===== config.mk =====
export PLATFORM = sky130hd
export DESIGN_NAME = sha256_stream_hasher_unit
export DESIGN_NICKNAME = d
export VERILOG_FILES = /design/src/hdl/sha_pkg.sv /design/src/hdl/sha256_stream_hasher_unit.sv /design/src/hdl/sha_ram.sv /design/src/hdl/sha_datapath.sv /design/src/hdl/sha_controller.sv
export SDC_FILE = /design/constraint.sdc
export NUM_CORES = 2
export LEC_CHECK = 0
export BUFFER_PORTS_ARGS = -buffer_cell sky130_fd_sc_hd__buf_2
export CAP_MARGIN = 20
export CORE_MARGIN = 2
export CORE_UTILIZATION = 60
export DETAILED_ROUTE_END_ITERATION = 12
export PLACE_DENSITY = 0.76
export SKIP_LAST_GASP = 1
export SLEW_MARGIN = 10
export SYNTH_ARGS = -nofsm -noshare
export SYNTH_HDL_FRONTEND = slang
export SYNTH_SLANG_ARGS = --single-unit

===== constraint.sdc =====
create_clock -name clk -period 17.6 [get_ports clk]
set_input_delay 4.4 -clock clk [delete_from_list [all_inputs] [get_ports clk]]
set_output_delay 4.4 -clock clk [all_outputs]
set_load 0.02 [all_outputs]

===== src/hdl/sha_pkg.sv =====
// Shared types, constants and message schedule functions for the SHA-256 stream hasher.
`timescale 1ns / 1ps
package sha_pkg;

    typedef enum logic [1:0] {
        OP_APPEND   = 2'd0,
        OP_FINALIZE = 2'd1,
        OP_RESET    = 2'd2,
        OP_UNUSED   = 2'd3
    } op_t;

    typedef struct packed {
        logic [1:0] operation;
        logic [7:0] data_byte;
    } in_beat_t;

    typedef struct packed {
        logic        status;
        logic [31:0] digest_word;
        logic [2:0]  word_index;
        logic        last;
    } out_beat_t;

    typedef enum logic [3:0] {
        ST_IDLE,
        ST_LOAD,
        ST_ROUND,
        ST_ADD,
        ST_PAD_START,
        ST_PAD_LOAD,
        ST_PAD_ROUND,
        ST_PAD_ADD,
        ST_EMIT,
        ST_CONFLICT
    } state_t;

    typedef enum logic [1:0] {
        PAD_NONE  = 2'd0,
        PAD_DATA  = 2'd1,
        PAD_LEN   = 2'd2
    } pad_mode_t;

    // Commands from the controller to the datapath.
    typedef struct packed {
        logic       store_byte;
        logic       clear_all;
        logic       load_work;
        logic       from_hash;
        logic       round;
        logic       add_hash;
        logic       add_temp;
        logic       save_digest;
        logic       pad_load;
        logic       pad_second;
        logic [5:0] round_idx;
        logic [3:0] load_idx;
    } dp_cmd_t;

    typedef struct packed {
        logic       block_full;
        logic       pad_two;
        logic       finalized;
    } dp_status_t;

    localparam logic [31:0] H_INIT [8] = '{
        32'h6a09e667, 32'hbb67ae85, 32'h3c6ef372, 32'ha54ff53a,
        32'h510e527f, 32'h9b05688c, 32'h1f83d9ab, 32'h5be0cd19};

    localparam logic [31:0] K_ROUND [64] = '{
        32'h428a2f98, 32'h71374491, 32'hb5c0fbcf, 32'he9b5dba5,
        32'h3956c25b, 32'h59f111f1, 32'h923f82a4, 32'hab1c5ed5,
        32'hd807aa98, 32'h12835b01, 32'h243185be, 32'h550c7dc3,
        32'h72be5d74, 32'h80deb1fe, 32'h9bdc06a7, 32'hc19bf174,
        32'he49b69c1, 32'hefbe4786, 32'h0fc19dc6, 32'h240ca1cc,
        32'h2de92c6f, 32'h4a7484aa, 32'h5cb0a9dc, 32'h76f988da,
        32'h983e5152, 32'ha831c66d, 32'hb00327c8, 32'hbf597fc7,
        32'hc6e00bf3, 32'hd5a79147, 32'h06ca6351, 32'h14292967,
        32'h27b70a85, 32'h2e1b2138, 32'h4d2c6dfc, 32'h53380d13,
        32'h650a7354, 32'h766a0abb, 32'h81c2c92e, 32'h92722c85,
        32'ha2bfe8a1, 32'ha81a664b, 32'hc24b8b70, 32'hc76c51a3,
        32'hd192e819, 32'hd6990624, 32'hf40e3585, 32'h106aa070,
        32'h19a4c116, 32'h1e376c08, 32'h2748774c, 32'h34b0bcb5,
        32'h391c0cb3, 32'h4ed8aa4a, 32'h5b9cca4f, 32'h682e6ff3,
        32'h748f82ee, 32'h78a5636f, 32'h84c87814, 32'h8cc70208,
        32'h90befffa, 32'ha4506ceb, 32'hbef9a3f7, 32'hc67178f2};

    localparam logic [7:0] PAD_BYTE = 8'h80;
    localparam logic [5:0] PAD_LIMIT = 6'd56;

    function automatic logic [31:0] rotr(input logic [31:0] v, input int n);
        rotr = (v >> n) | (v << (32 - n));
    endfunction

    function automatic logic [31:0] sig0(input logic [31:0] x);
        sig0 = rotr(x, 7) ^ rotr(x, 18) ^ (x >> 3);
    endfunction

    function automatic logic [31:0] sig1(input logic [31:0] x);
        sig1 = rotr(x, 17) ^ rotr(x, 19) ^ (x >> 10);
    endfunction

endpackage


===== src/hdl/sha256_stream_hasher_unit.sv =====
// Top level of the SHA-256 stream hasher.
//
// Input beats carry an operation and a data byte; output beats carry status,
// one digest word, its index and a last flag. Both channels use valid/stall.
// An append beat stores its byte in the block buffer; the 64th byte of a block
// starts a compression that holds off input: byte loading through the block
// buffer memory, 64 rounds of the shared round unit and an add into the hash.
// A first finalize runs a set-up step, one or two padded blocks and a digest
// store, and then emits eight words, one per cycle while not stalled. A
// repeated finalize replays the stored digest from the next cycle. An append
// after a finalize gives one conflict beat in the next cycle. Input is taken
// again in the cycle after the last output beat. While the receiver stalls,
// the current output beat holds and no input is taken. Reset restores the
// initial hash words and clears the counters; the block buffer needs no
// clearing pass.
`timescale 1ns / 1ps
module sha256_stream_hasher_unit (
    input  logic               clk,
    input  logic               rst_n,
    input  logic               in_valid,
    output logic               in_stall,
    input  sha_pkg::in_beat_t  in_data,
    output logic               out_valid,
    input  logic               out_stall,
    output sha_pkg::out_beat_t out_data
);
    import sha_pkg::*;

    dp_cmd_t     cmd;
    dp_status_t  stat;
    logic [2:0]  emit_idx;
    logic [31:0] emit_word;
    logic        conflict;

    sha_controller u_ctrl (
        .clk          (clk),
        .rst_n        (rst_n),
        .in_valid     (in_valid),
        .in_op        (in_data.operation),
        .in_stall     (in_stall),
        .out_valid    (out_valid),
        .out_stall    (out_stall),
        .out_conflict (conflict),
        .emit_idx     (emit_idx),
        .stat         (stat),
        .cmd          (cmd)
    );

    sha_datapath u_dp (
        .clk       (clk),
        .rst_n     (rst_n),
        .data_byte (in_data.data_byte),
        .cmd       (cmd),
        .emit_idx  (emit_idx),
        .stat      (stat),
        .emit_word (emit_word)
    );

    assign out_data.status = conflict;
    assign out_data.digest_word = conflict ? 32'd0 : emit_word;
    assign out_data.word_index = conflict ? 3'd0 : emit_idx;
    assign out_data.last = conflict || (emit_idx == 3'd7);
endmodule


===== src/hdl/sha_ram.sv =====
// Generic simple dual-port RAM (one write port, one read port) with registered read.
`timescale 1ns / 1ps
module sha_ram #(
    parameter int WIDTH = 8,
    parameter int DEPTH = 64
) (
    input  logic                     clk,
    input  logic                     we,
    input  logic [$clog2(DEPTH)-1:0] waddr,
    input  logic [WIDTH-1:0]         wdata,
    input  logic [$clog2(DEPTH)-1:0] raddr,
    output logic [WIDTH-1:0]         rdata
);
    logic [WIDTH-1:0] mem [DEPTH];

    always_ff @(posedge clk)
    begin
        if (we)
        begin
            mem[waddr] <= wdata;
        end
        rdata <= mem[raddr];
    end
endmodule


===== src/hdl/sha_datapath.sv =====
// Datapath: block buffer, message schedule, round registers and hash words.
`timescale 1ns / 1ps
module sha_datapath (
    input  logic                clk,
    input  logic                rst_n,
    input  logic [7:0]          data_byte,
    input  sha_pkg::dp_cmd_t    cmd,
    input  logic [2:0]          emit_idx,
    output sha_pkg::dp_status_t stat,
    output logic [31:0]         emit_word
);
    import sha_pkg::*;

    logic [31:0] hash_reg [8];
    logic [31:0] hash_next [8];
    logic [31:0] dig_reg [8];
    logic [31:0] v_reg [8];
    logic [31:0] v_next [8];
    logic [31:0] tmp_reg [8];
    logic [31:0] w_reg [16];
    logic [31:0] w_next [16];
    logic [5:0]  fill_reg;
    logic [5:0]  fill_next;
    logic [63:0] bytes_reg;
    logic [63:0] bytes_next;
    logic        fin_reg;
    logic        fin_next;
    logic [7:0]  ram_rdata;
    logic [5:0]  ram_raddr;
    logic [31:0] wnew;
    logic [31:0] t1;
    logic [31:0] t2;
    logic [31:0] pad_word;
    logic [63:0] bits;
    logic [5:0]  pos;

    sha_ram #(.WIDTH(8), .DEPTH(64)) u_buf (
        .clk   (clk),
        .we    (cmd.store_byte),
        .waddr (fill_reg),
        .wdata (data_byte),
        .raddr (ram_raddr),
        .rdata (ram_rdata)
    );

    // Bytes are read one per cycle, one position ahead of the byte that lands.
    assign ram_raddr = cmd.load_work ? pos + 6'd1 : pos;
    assign bits = {bytes_reg[60:0], 3'b000};
    assign pos = {cmd.load_idx, cmd.round_idx[1:0]};

    always_comb
    begin
        pad_word = w_reg[15];
        if (cmd.pad_second || pos > fill_reg)
        begin
            pad_word = {w_reg[15][23:0], 8'h00};
        end
        else if (pos == fill_reg)
        begin
            pad_word = {w_reg[15][23:0], PAD_BYTE};
        end
        else
        begin
            pad_word = {w_reg[15][23:0], ram_rdata};
        end
        if (!cmd.pad_load)
        begin
            pad_word = {w_reg[15][23:0], ram_rdata};
        end
        else if (cmd.load_idx == 4'd14 && stat.pad_two == cmd.pad_second)
        begin
            pad_word = bits[63:32];
        end
        else if (cmd.load_idx == 4'd15 && stat.pad_two == cmd.pad_second)
        begin
            pad_word = bits[31:0];
        end
    end

    assign wnew = w_reg[0] + sig0(w_reg[1]) + w_reg[9] + sig1(w_reg[14]);
    assign t1 = v_reg[7] + (rotr(v_reg[4], 6) ^ rotr(v_reg[4], 11) ^ rotr(v_reg[4], 25))
              + ((v_reg[4] & v_reg[5]) ^ (~v_reg[4] & v_reg[6]))
              + K_ROUND[cmd.round_idx] + w_reg[0];
    assign t2 = (rotr(v_reg[0], 2) ^ rotr(v_reg[0], 13) ^ rotr(v_reg[0], 22))
              + ((v_reg[0] & v_reg[1]) ^ (v_reg[0] & v_reg[2]) ^ (v_reg[1] & v_reg[2]));

    always_comb
    begin
        v_next = v_reg;
        w_next = w_reg;
        hash_next = hash_reg;
        fill_next = fill_reg;
        bytes_next = bytes_reg;
        fin_next = fin_reg;
        if (cmd.load_work)
        begin
            w_next[15] = pad_word;
        end
        if (cmd.load_work && cmd.round_idx[1:0] == 2'd0)
        begin
            for (int i = 0; i < 15; i++)
            begin
                w_next[i] = w_reg[i + 1];
            end
            w_next[15] = pad_word;
        end
        if (cmd.from_hash)
        begin
            if (cmd.add_temp)
            begin
                v_next = tmp_reg;
            end
            else
            begin
                v_next = hash_reg;
            end
        end
        if (cmd.round)
        begin
            for (int i = 0; i < 15; i++)
            begin
                w_next[i] = w_reg[i + 1];
            end
            w_next[15] = wnew;
            v_next[7] = v_reg[6];
            v_next[6] = v_reg[5];
            v_next[5] = v_reg[4];
            v_next[4] = v_reg[3] + t1;
            v_next[3] = v_reg[2];
            v_next[2] = v_reg[1];
            v_next[1] = v_reg[0];
            v_next[0] = t1 + t2;
        end
        if (cmd.add_hash)
        begin
            for (int i = 0; i < 8; i++)
            begin
                hash_next[i] = hash_reg[i] + v_reg[i];
            end
        end
        if (cmd.store_byte)
        begin
            fill_next = fill_reg + 6'd1;
            bytes_next = bytes_reg + 64'd1;
        end
        if (cmd.save_digest)
        begin
            fin_next = 1'b1;
        end
        if (cmd.clear_all)
        begin
            hash_next = H_INIT;
            fill_next = '0;
            bytes_next = '0;
            fin_next = 1'b0;
        end
    end

    always_ff @(posedge clk or negedge rst_n)
    begin
        if (!rst_n)
        begin
            hash_reg <= H_INIT;
            fill_reg <= '0;
            bytes_reg <= '0;
            fin_reg <= 1'b0;
        end
        else
        begin
            hash_reg <= hash_next;
            fill_reg <= fill_next;
            bytes_reg <= bytes_next;
            fin_reg <= fin_next;
        end
    end

    always_ff @(posedge clk)
    begin
        v_reg <= v_next;
        w_reg <= w_next;
        if (cmd.add_temp && !cmd.pad_load)
        begin
            for (int i = 0; i < 8; i++)
            begin
                tmp_reg[i] <= tmp_reg[i] + v_reg[i];
            end
        end
        else if (cmd.from_hash && cmd.pad_load && !cmd.add_temp)
        begin
            tmp_reg <= hash_reg;
        end
        if (cmd.save_digest)
        begin
            dig_reg <= tmp_reg;
        end
    end

    assign stat.block_full = (fill_reg == 6'd63);
    assign stat.pad_two = (fill_reg >= PAD_LIMIT) ? 1'b1 : 1'b0;
    assign stat.finalized = fin_reg;
    assign emit_word = dig_reg[emit_idx];
endmodule


===== src/hdl/sha_controller.sv =====
// Controller: sequences loads, rounds, padding, digest emission and conflict beats.
`timescale 1ns / 1ps
module sha_controller (
    input  logic                clk,
    input  logic                rst_n,
    input  logic                in_valid,
    input  logic [1:0]          in_op,
    output logic                in_stall,
    output logic                out_valid,
    input  logic                out_stall,
    output logic                out_conflict,
    output logic [2:0]          emit_idx,
    input  sha_pkg::dp_status_t stat,
    output sha_pkg::dp_cmd_t    cmd
);
    import sha_pkg::*;

    state_t     state_reg;
    state_t     state_next;
    logic [5:0] cnt_reg;
    logic [5:0] cnt_next;
    logic [3:0] wi_reg;
    logic [3:0] wi_next;
    logic       second_reg;
    logic       second_next;
    logic       accept;

    assign in_stall = (state_reg != ST_IDLE);
    assign accept = in_valid && !in_stall;
    assign emit_idx = cnt_reg[2:0];

    always_ff @(posedge clk or negedge rst_n)
    begin
        if (!rst_n)
        begin
            state_reg <= ST_IDLE;
            cnt_reg <= '0;
            wi_reg <= '0;
            second_reg <= 1'b0;
        end
        else
        begin
            state_reg <= state_next;
            cnt_reg <= cnt_next;
            wi_reg <= wi_next;
            second_reg <= second_next;
        end
    end

    always_comb
    begin
        state_next = state_reg;
        cnt_next = cnt_reg;
        wi_next = wi_reg;
        second_next = second_reg;
        cmd = '0;
        cmd.round_idx = cnt_reg;
        cmd.load_idx = wi_reg;
        cmd.pad_second = second_reg;
        out_valid = 1'b0;
        out_conflict = 1'b0;
        case (state_reg)
            ST_IDLE:
            begin
                cnt_next = '0;
                wi_next = '0;
                second_next = 1'b0;
                if (accept)
                begin
                    case (op_t'(in_op))
                        OP_APPEND:
                        begin
                            if (stat.finalized)
                            begin
                                state_next = ST_CONFLICT;
                            end
                            else
                            begin
                                cmd.store_byte = 1'b1;
                                if (stat.block_full)
                                begin
                                    state_next = ST_LOAD;
                                end
                            end
                        end
                        OP_FINALIZE:
                        begin
                            state_next = stat.finalized ? ST_EMIT : ST_PAD_START;
                        end
                        OP_RESET:
                        begin
                            cmd.clear_all = 1'b1;
                        end
                        default:
                        begin
                        end
                    endcase
                end
            end
            ST_LOAD, ST_PAD_LOAD:
            begin
                // One byte a cycle: the first read is issued before data lands.
                cmd.pad_load = (state_reg == ST_PAD_LOAD);
                cmd.round_idx = {4'd0, cnt_reg[1:0]};
                cmd.load_idx = wi_reg;
                cmd.add_temp = (state_reg == ST_PAD_LOAD);
                if (cnt_reg[5])
                begin
                    cmd.load_work = 1'b1;
                    cmd.round_idx = {4'd0, cnt_reg[1:0] - 2'd1};
                    cmd.load_idx = (cnt_reg[1:0] == 2'd0) ? wi_reg - 4'd1 : wi_reg;
                end
                cnt_next = {1'b1, cnt_reg[4:0] + 5'd1};
                if (cnt_reg[5] && cnt_reg[1:0] == 2'd0)
                begin
                    cnt_next = {1'b1, 5'd1};
                end
                if (cnt_reg[1:0] == 2'd3)
                begin
                    wi_next = wi_reg + 4'd1;
                end
                if (cnt_reg[5] && cnt_reg[1:0] == 2'd0 && wi_reg == 4'd0)
                begin
                    cmd.from_hash = 1'b1;
                    cnt_next = '0;
                    state_next = (state_reg == ST_LOAD) ? ST_ROUND : ST_PAD_ROUND;
                end
            end
            ST_ROUND, ST_PAD_ROUND:
            begin
                cmd.round = 1'b1;
                cnt_next = cnt_reg + 6'd1;
                if (cnt_reg == 6'd63)
                begin
                    state_next = (state_reg == ST_ROUND) ? ST_ADD : ST_PAD_ADD;
                end
            end
            ST_ADD:
            begin
                cmd.add_hash = 1'b1;
                state_next = ST_IDLE;
            end
            ST_PAD_START:
            begin
                cmd.from_hash = 1'b1;
                cmd.pad_load = 1'b1;
                cmd.add_temp = 1'b0;
                cnt_next = '0;
                wi_next = '0;
                state_next = ST_PAD_LOAD;
            end
            ST_PAD_ADD:
            begin
                cmd.add_temp = 1'b1;
                cnt_next = '0;
                wi_next = '0;
                if (stat.pad_two && !second_reg)
                begin
                    second_next = 1'b1;
                    state_next = ST_PAD_LOAD;
                end
                else
                begin
                    state_next = ST_EMIT;
                end
            end
            ST_EMIT:
            begin
                cmd.save_digest = (cnt_reg == 6'd0) && !stat.finalized;
                cmd.pad_load = cmd.save_digest;
                out_valid = !cmd.save_digest;
                if (out_valid && !out_stall)
                begin
                    cnt_next = cnt_reg + 6'd1;
                    if (cnt_reg[2:0] == 3'd7)
                    begin
                        cnt_next = '0;
                        state_next = ST_IDLE;
                    end
                end
            end
            ST_CONFLICT:
            begin
                out_valid = 1'b1;
                out_conflict = 1'b1;
                if (!out_stall)
                begin
                    state_next = ST_IDLE;
                end
            end
            default:
            begin
                state_next = ST_IDLE;
            end
        endcase
    end
endmodule


Word-level counts from Yosys, hierarchy flattened. Memories as Yosys holds them, arrays and structs flattened. A register that Yosys moved wholly into a read port is not among the register bits. Cells that the tools add are included.

Bits in writable memories: 512. Register bits after elaboration: 1622. Bits of input ports: 14. Bits in read-only memories: 2048. Memories: 2. Output and inout bits: 39. Word-level logic and storage cells: 272.

Memories: (no name shown) (words 64, bits a word 32, rd ports 1, clocked after memory_dff 0, write ports 0, RTL line sha_datapath.sv:83) `+ K_ROUND[cmd.round_idx] + w_reg[0];`; u_dp.u_buf.mem (words 64, bits a word 8, rd ports 1, clocked after memory_dff 1, write ports 1, RTL line sha_ram.sv:14) `logic [WIDTH-1:0] mem [DEPTH];`.

Eq/ne operators: 29. Magnitude comparators: 4. Reduce and logical (&&, ||, !) cells: 45. $add $sub $neg: 34. Bitwise logic cells: 29. Multiplexer cells: 74.

Operator list (count): two-way mux 256 bit (7); two-way mux 512 bit (2); adder 32 bit (26); two-way mux 32 bit (9); bitwise XOR 32 bit (9); bitwise AND 32 bit (5); two-way mux 64 bit (2); binary-select mux 32 bit (select 3 bit) (1); adder 64 x 1 -> 64 bit (second input constant) (1); two-way mux 4 bit (12); two-way mux 6 bit (7); NOT 32 bit (1); bitwise OR 10 x 32 -> 32 bit (1); bitwise OR 13 x 32 -> 32 bit (1); bitwise OR 14 x 32 -> 32 bit (1); bitwise OR 15 x 32 -> 32 bit (1); bitwise OR 19 x 32 -> 32 bit (1); bitwise OR 21 x 32 -> 32 bit (1); bitwise OR 25 x 32 -> 32 bit (1); bitwise OR 26 x 32 -> 32 bit (1); bitwise OR 30 x 32 -> 32 bit (1); bitwise OR 7 x 32 -> 32 bit (1); bitwise XOR 32 x 22 -> 32 bit (1); bitwise XOR 32 x 29 -> 32 bit (1); 49 further kinds (121).

Logic depth before layout (Yosys ltp).
Depth in word-level cells: 13. Mapped depth: 46. Mapped depth without buffers: 43.

Cells and area by module. Synthesis repeated with hierarchy kept, for this count alone.

Cell total of the unflattened synthesis: 10772. Area total of the unflattened synthesis: 123925.1 um^2.

Modules (own cells, without submodules): sha_datapath (area each 102130.5 um^2, times used 1, sequential area each 46714.8 um^2, cells an instance 9618); sha_ram (area each 20166.8 um^2, times used 1, sequential area each 15534.9 um^2, cells an instance 940); sha_controller (area each 1366.3 um^2, times used 1, sequential area each 375.4 um^2, cells an instance 174); sha256_stream_hasher_unit (area each 261.5 um^2, times used 1, sequential area each 0.0 um^2, cells an instance 40).

Worst setup path after synthesis. No wires, ideal clock.

Path type: register to register. Start: register u_ctrl.state_reg[3]. End: register u_dp.tmp_reg[0] (netlist name) (enable). Arrival: 13128 ps. Library setup time: 958 ps. Buffers on the path: 1. Required time: 16642 ps. Period minus slack after synthesis: 14085 ps. Setup slack: 3515 ps. Stages on the path, launching flop included: 4. Cells stage by stage: dfrtp_1 > clkbuf_1 > nand2b_1 > a21oi_1.

Word-level cells in the longest chain between the ends: 6. Elaborated cells between the ends (all ways): 15. Classes of those cells: 5 x eq/ne; 3 x mux; 7 x reduce/logical.

RTL lines: start: declaration (RTL line sha_controller.sv:18) `state_t state_reg;`; start signal: assignment (RTL line sha_controller.sv:43) `state_reg <= state_next;`; == test 4 x 1 -> 1 bit or == test 4 x 3 -> 1 bit (tied branches) (RTL line sha_controller.sv:62, sha_controller.sv:103, sha_controller.sv:106); OR reduction 2 bit (RTL line sha_controller.sv:62) `case (state_reg)`; case mux 1 bit (3 select lines) or case mux 1 bit (2 select lines) (tied branches) (RTL line sha_controller.sv:62); logical AND 1 bit (tied with other cells) (RTL line sha_datapath.sv:188) `else if (cmd.from_hash && cmd.pad_load && !cmd.add_temp)`; logical AND 1 bit, on equally long branches (RTL line sha_datapath.sv:188, sha_datapath.sv:181); nonzero test 2 bit (no line) (*); end signal: indexed assignment (RTL line sha_datapath.sv:185) `tmp_reg[i] <= tmp_reg[i] + v_reg[i];`; end signal: assignment (RTL line sha_datapath.sv:190) `tmp_reg <= hash_reg;`; end: declaration (RTL line sha_datapath.sv:19) `logic [31:0] tmp_reg [8];`.

Mark *: on every way between the ends. The rest lies on a longest branch, timed or not. A chain may end at the register's enable or synchronous reset.

==> reports/summary.txt <==
status -> finished clean
P&R area growth vs syn -> 8.74%
Filler cells -> 14,800
first-pass GRT wire length -> 575,000 µm
slew margin rel. -> 10.0%
Distinct cells, synth -> 112
Final Hold Fails -> 0
Clock Path Buffers -> 3
1st-pass router iterations -> 8
number of vias per cell -> 6.76
Yosys reg bits -> 2,139
DRC errors left -> 0
ANT nets after route -> 0
post-CTS setup buffer count -> 0
met3 wire length -> 47,800 µm
IO Pins -> 53
DR top layer -> met5
syn_area_per_cell -> 11.4 µm²
MaxCap Viol Count -> 0
Num CTS Buffers -> 218
worst-margin pin slew -> 1.35 ns
clk sink count -> 2,139
CTS H-tree depth -> 4
crit start category -> flop
Die Wd -> 455 µm
Core Rows -> 165
Slowest cell on crit path -> o21ai_2
Hold Path Class -> reg2reg
Resize count post-CTS -> 0
yosys warns -> 0
GR Overflow Total -> 0
CORE AREA -> 0.202 mm²
Final setup viols -> 0
Starting Density -> 60.3%
CP peak stage delay -> 0.83 ns
Final Net Count -> 11,500
number of global-route vias before repair -> 85,900
Data required, critical path -> 18.16 ns
Post-Syn Area -> 0.122 mm²
CTS root buf -> clkbuf_16
sequential share of the synthesized area -> 51.3%
syn nets -> 11,600
initial antenna violation count -> 19
Setup CP Type -> reg2reg
Final period util -> 69.5%
DR WL/cell -> 29.2 µm
RSZ-0062 raised after global routing -> no
Post-synth EDFFs -> 1,792
Post-synth top flop -> edfxtp_1
Die Span Y -> 455 µm
cts hold-fix bufs -> 0
post-route minimum period -> 12.24 ns
# port buffers -> 52
initial drt markers -> 12,300
Fmax -> 0.0817 GHz
dpl hpwl -> 272,000 µm
met2 wire len -> 168,000 µm
routed length on met1 -> 160,000 µm
Critical Path Fanout Max -> 18
die area -> 0.207 mm²
CTS tree -> yes
max-slew violation count -> 0
Data arrival, critical path -> 12.79 ns
CTS clk-pin slew, worst paths -> 0.07 ns
Clock Skews -> 0.0745 ns
routed via count -> 91,100
layout cells sized above 1 -> 9.56%
final core utilization -> 65.6%
Sum Neg Setup Slack -> 0 ns
CP endpoint kind -> flop
post-synthesis async set-or-reset flop share -> 15.8%
GPL Wtd Cong -> 1.02
total track usage -> 37.6%
clock latency on the worst-skew pair -> 0.90 ns
Cells after Synth -> 10,700
pin count of the biggest net entering global routing -> 189
total wire length -> 394,000 µm
[layout make-up]
cell class / count / area (µm²) / area share (%)
antenna: 7 / 17.5 / 0.0132
sequential: 2139 / 62600 / 47.2
clock inverter: 136 / 1710 / 1.29
multi-input combinational: 7679 / 56200 / 42.3
timing repair buffer: 189 / 1510 / 1.14
inverter: 389 / 1460 / 1.10
tap: 2672 / 3340 / 2.52
clock buffer: 276 / 5800 / 4.38
[metal layers]
layer | vias up | track usage [%]
met4 | 16 | 15.0
li1 | 39400 | -
met5 | - | 0
met3 | 875 | 10.4
met1 | 45300 | 54.5
met2 | 5483 | 53.9
[final timing paths]
check                                     endpoint  cells after the start  slack [ns]                start
worst min-delay path               u_dp.w_reg[156]                      0        0.36      u_dp.w_reg[124]
min in group asynchronous       u_dp.hash_reg[162]                      1        3.55                rst_n
worst max-delay path               u_dp.v_reg[255]                     40        5.36  u_ctrl.state_reg[3]
max in group asynchronous        u_ctrl.cnt_reg[1]                      4       11.27                rst_n
worst min register to register     u_dp.w_reg[156]                      0        0.36      u_dp.w_reg[124]
worst max register to register     u_dp.v_reg[255]                     40        5.36  u_ctrl.state_reg[3]
[placed cells by master (no fill, tap or decap), types with 57 or more instances in the layout]
cell and n:
ha_1 650, edfxtp_1 1792, clkbuf_16 219, o211ai_1 66
a21o_1 263, xor2_1 314, dfstp_2 136, nand2b_1 102
a211oi_1 97, a31oi_1 325, nor3_1 153, o31ai_1 65
fa_1 203, a21oi_1 656, nand4_1 57, nand3_1 208
dfrtp_1 200, inv_1 383, buf_4 126, nor2b_1 74
xnor2_1 500, nand2_1 1217, o21bai_1 83, mux4_2 226
and3_1 61, o21ai_0 733, o21a_1 96, nor2_1 816
mux2i_1 105
[cell families (layout without fill, tap and decap cells)]
family	Yosys count	in the layout	share of synthesized area, %
AND/OR/NAND/NOR	2921	2921	10.6
AO/OA/AOI/OAI	2712	2712	13.9
flip-flops	2139	2139	51.3
buffers and inverters	882	990	2.77
adder cells (fa/ha/maj)	875	875	10.2
XOR/XNOR	821	821	5.93
multiplexers	350	350	5.21
other	0	7	0
[critical path: cells and delay by family (launching register included)]
kind / cells / cell delay [ns]
AO/OA/AOI/OAI: 18 / 4.88
XOR/XNOR: 3 / 0.48
adder cells (fa/ha/maj): 7 / 3.27
buffers and inverters: 6 / 0.66
flip-flops: 1 / 0.69
AND/OR/NAND/NOR: 6 / 1.91
[per-stage QoR]
stage,area (µm²),hold slack (ns),instances,setup WS (ns)
floorplan,122000,0.400,10700,3.51
global placement,125000,0.400,13100,5.71
detailed placement,125000,0.405,13100,5.71
CTS,132000,0.349,13500,5.61
global route,133000,0.376,13500,4.88
finish,133000,0.363,13500,5.36
[synthesized netlist by cell type (20+ instances only)]
master       n  area share (%)
buf_2       24           0.098
o31ai_1     66            0.41
nor4_1      20            0.10
and3_1      61            0.31
a211o_1     38            0.27
or2_2       21            0.11
a31o_2      20            0.14
a21o_1     263             1.6
mux4_2     226             4.2
mux2i_1    105            0.86
and2_1      24            0.12
nand2b_1   102            0.52
a21oi_1    658             2.7
o21ai_0    733             3.0
nor2b_1     74            0.38
maj3_1      22            0.18
o21a_1      96            0.59
clkbuf_1   424             1.3
xor2_1     315             2.3
nor2_1     823             2.5
nand3_1    208            0.85
inv_1      383             1.2
xnor2_1    502             3.6
edfxtp_1  1792              44
nand4_1     57            0.29
dfrtp_1    203             4.2
or3_1       48            0.25
o211ai_1    66            0.41
nor3_1     156            0.64
fa_1       203             3.3
a211oi_1    97            0.60
dfstp_2    136             2.9
nand2_1   1221             3.8
ha_1       650             6.7
buf_1       38            0.12
o21bai_1    83            0.51
a31oi_1    325             1.7
Power is not shown: default switching activity piles up to over one toggle a cycle in this logic, so the estimate is an artifact.
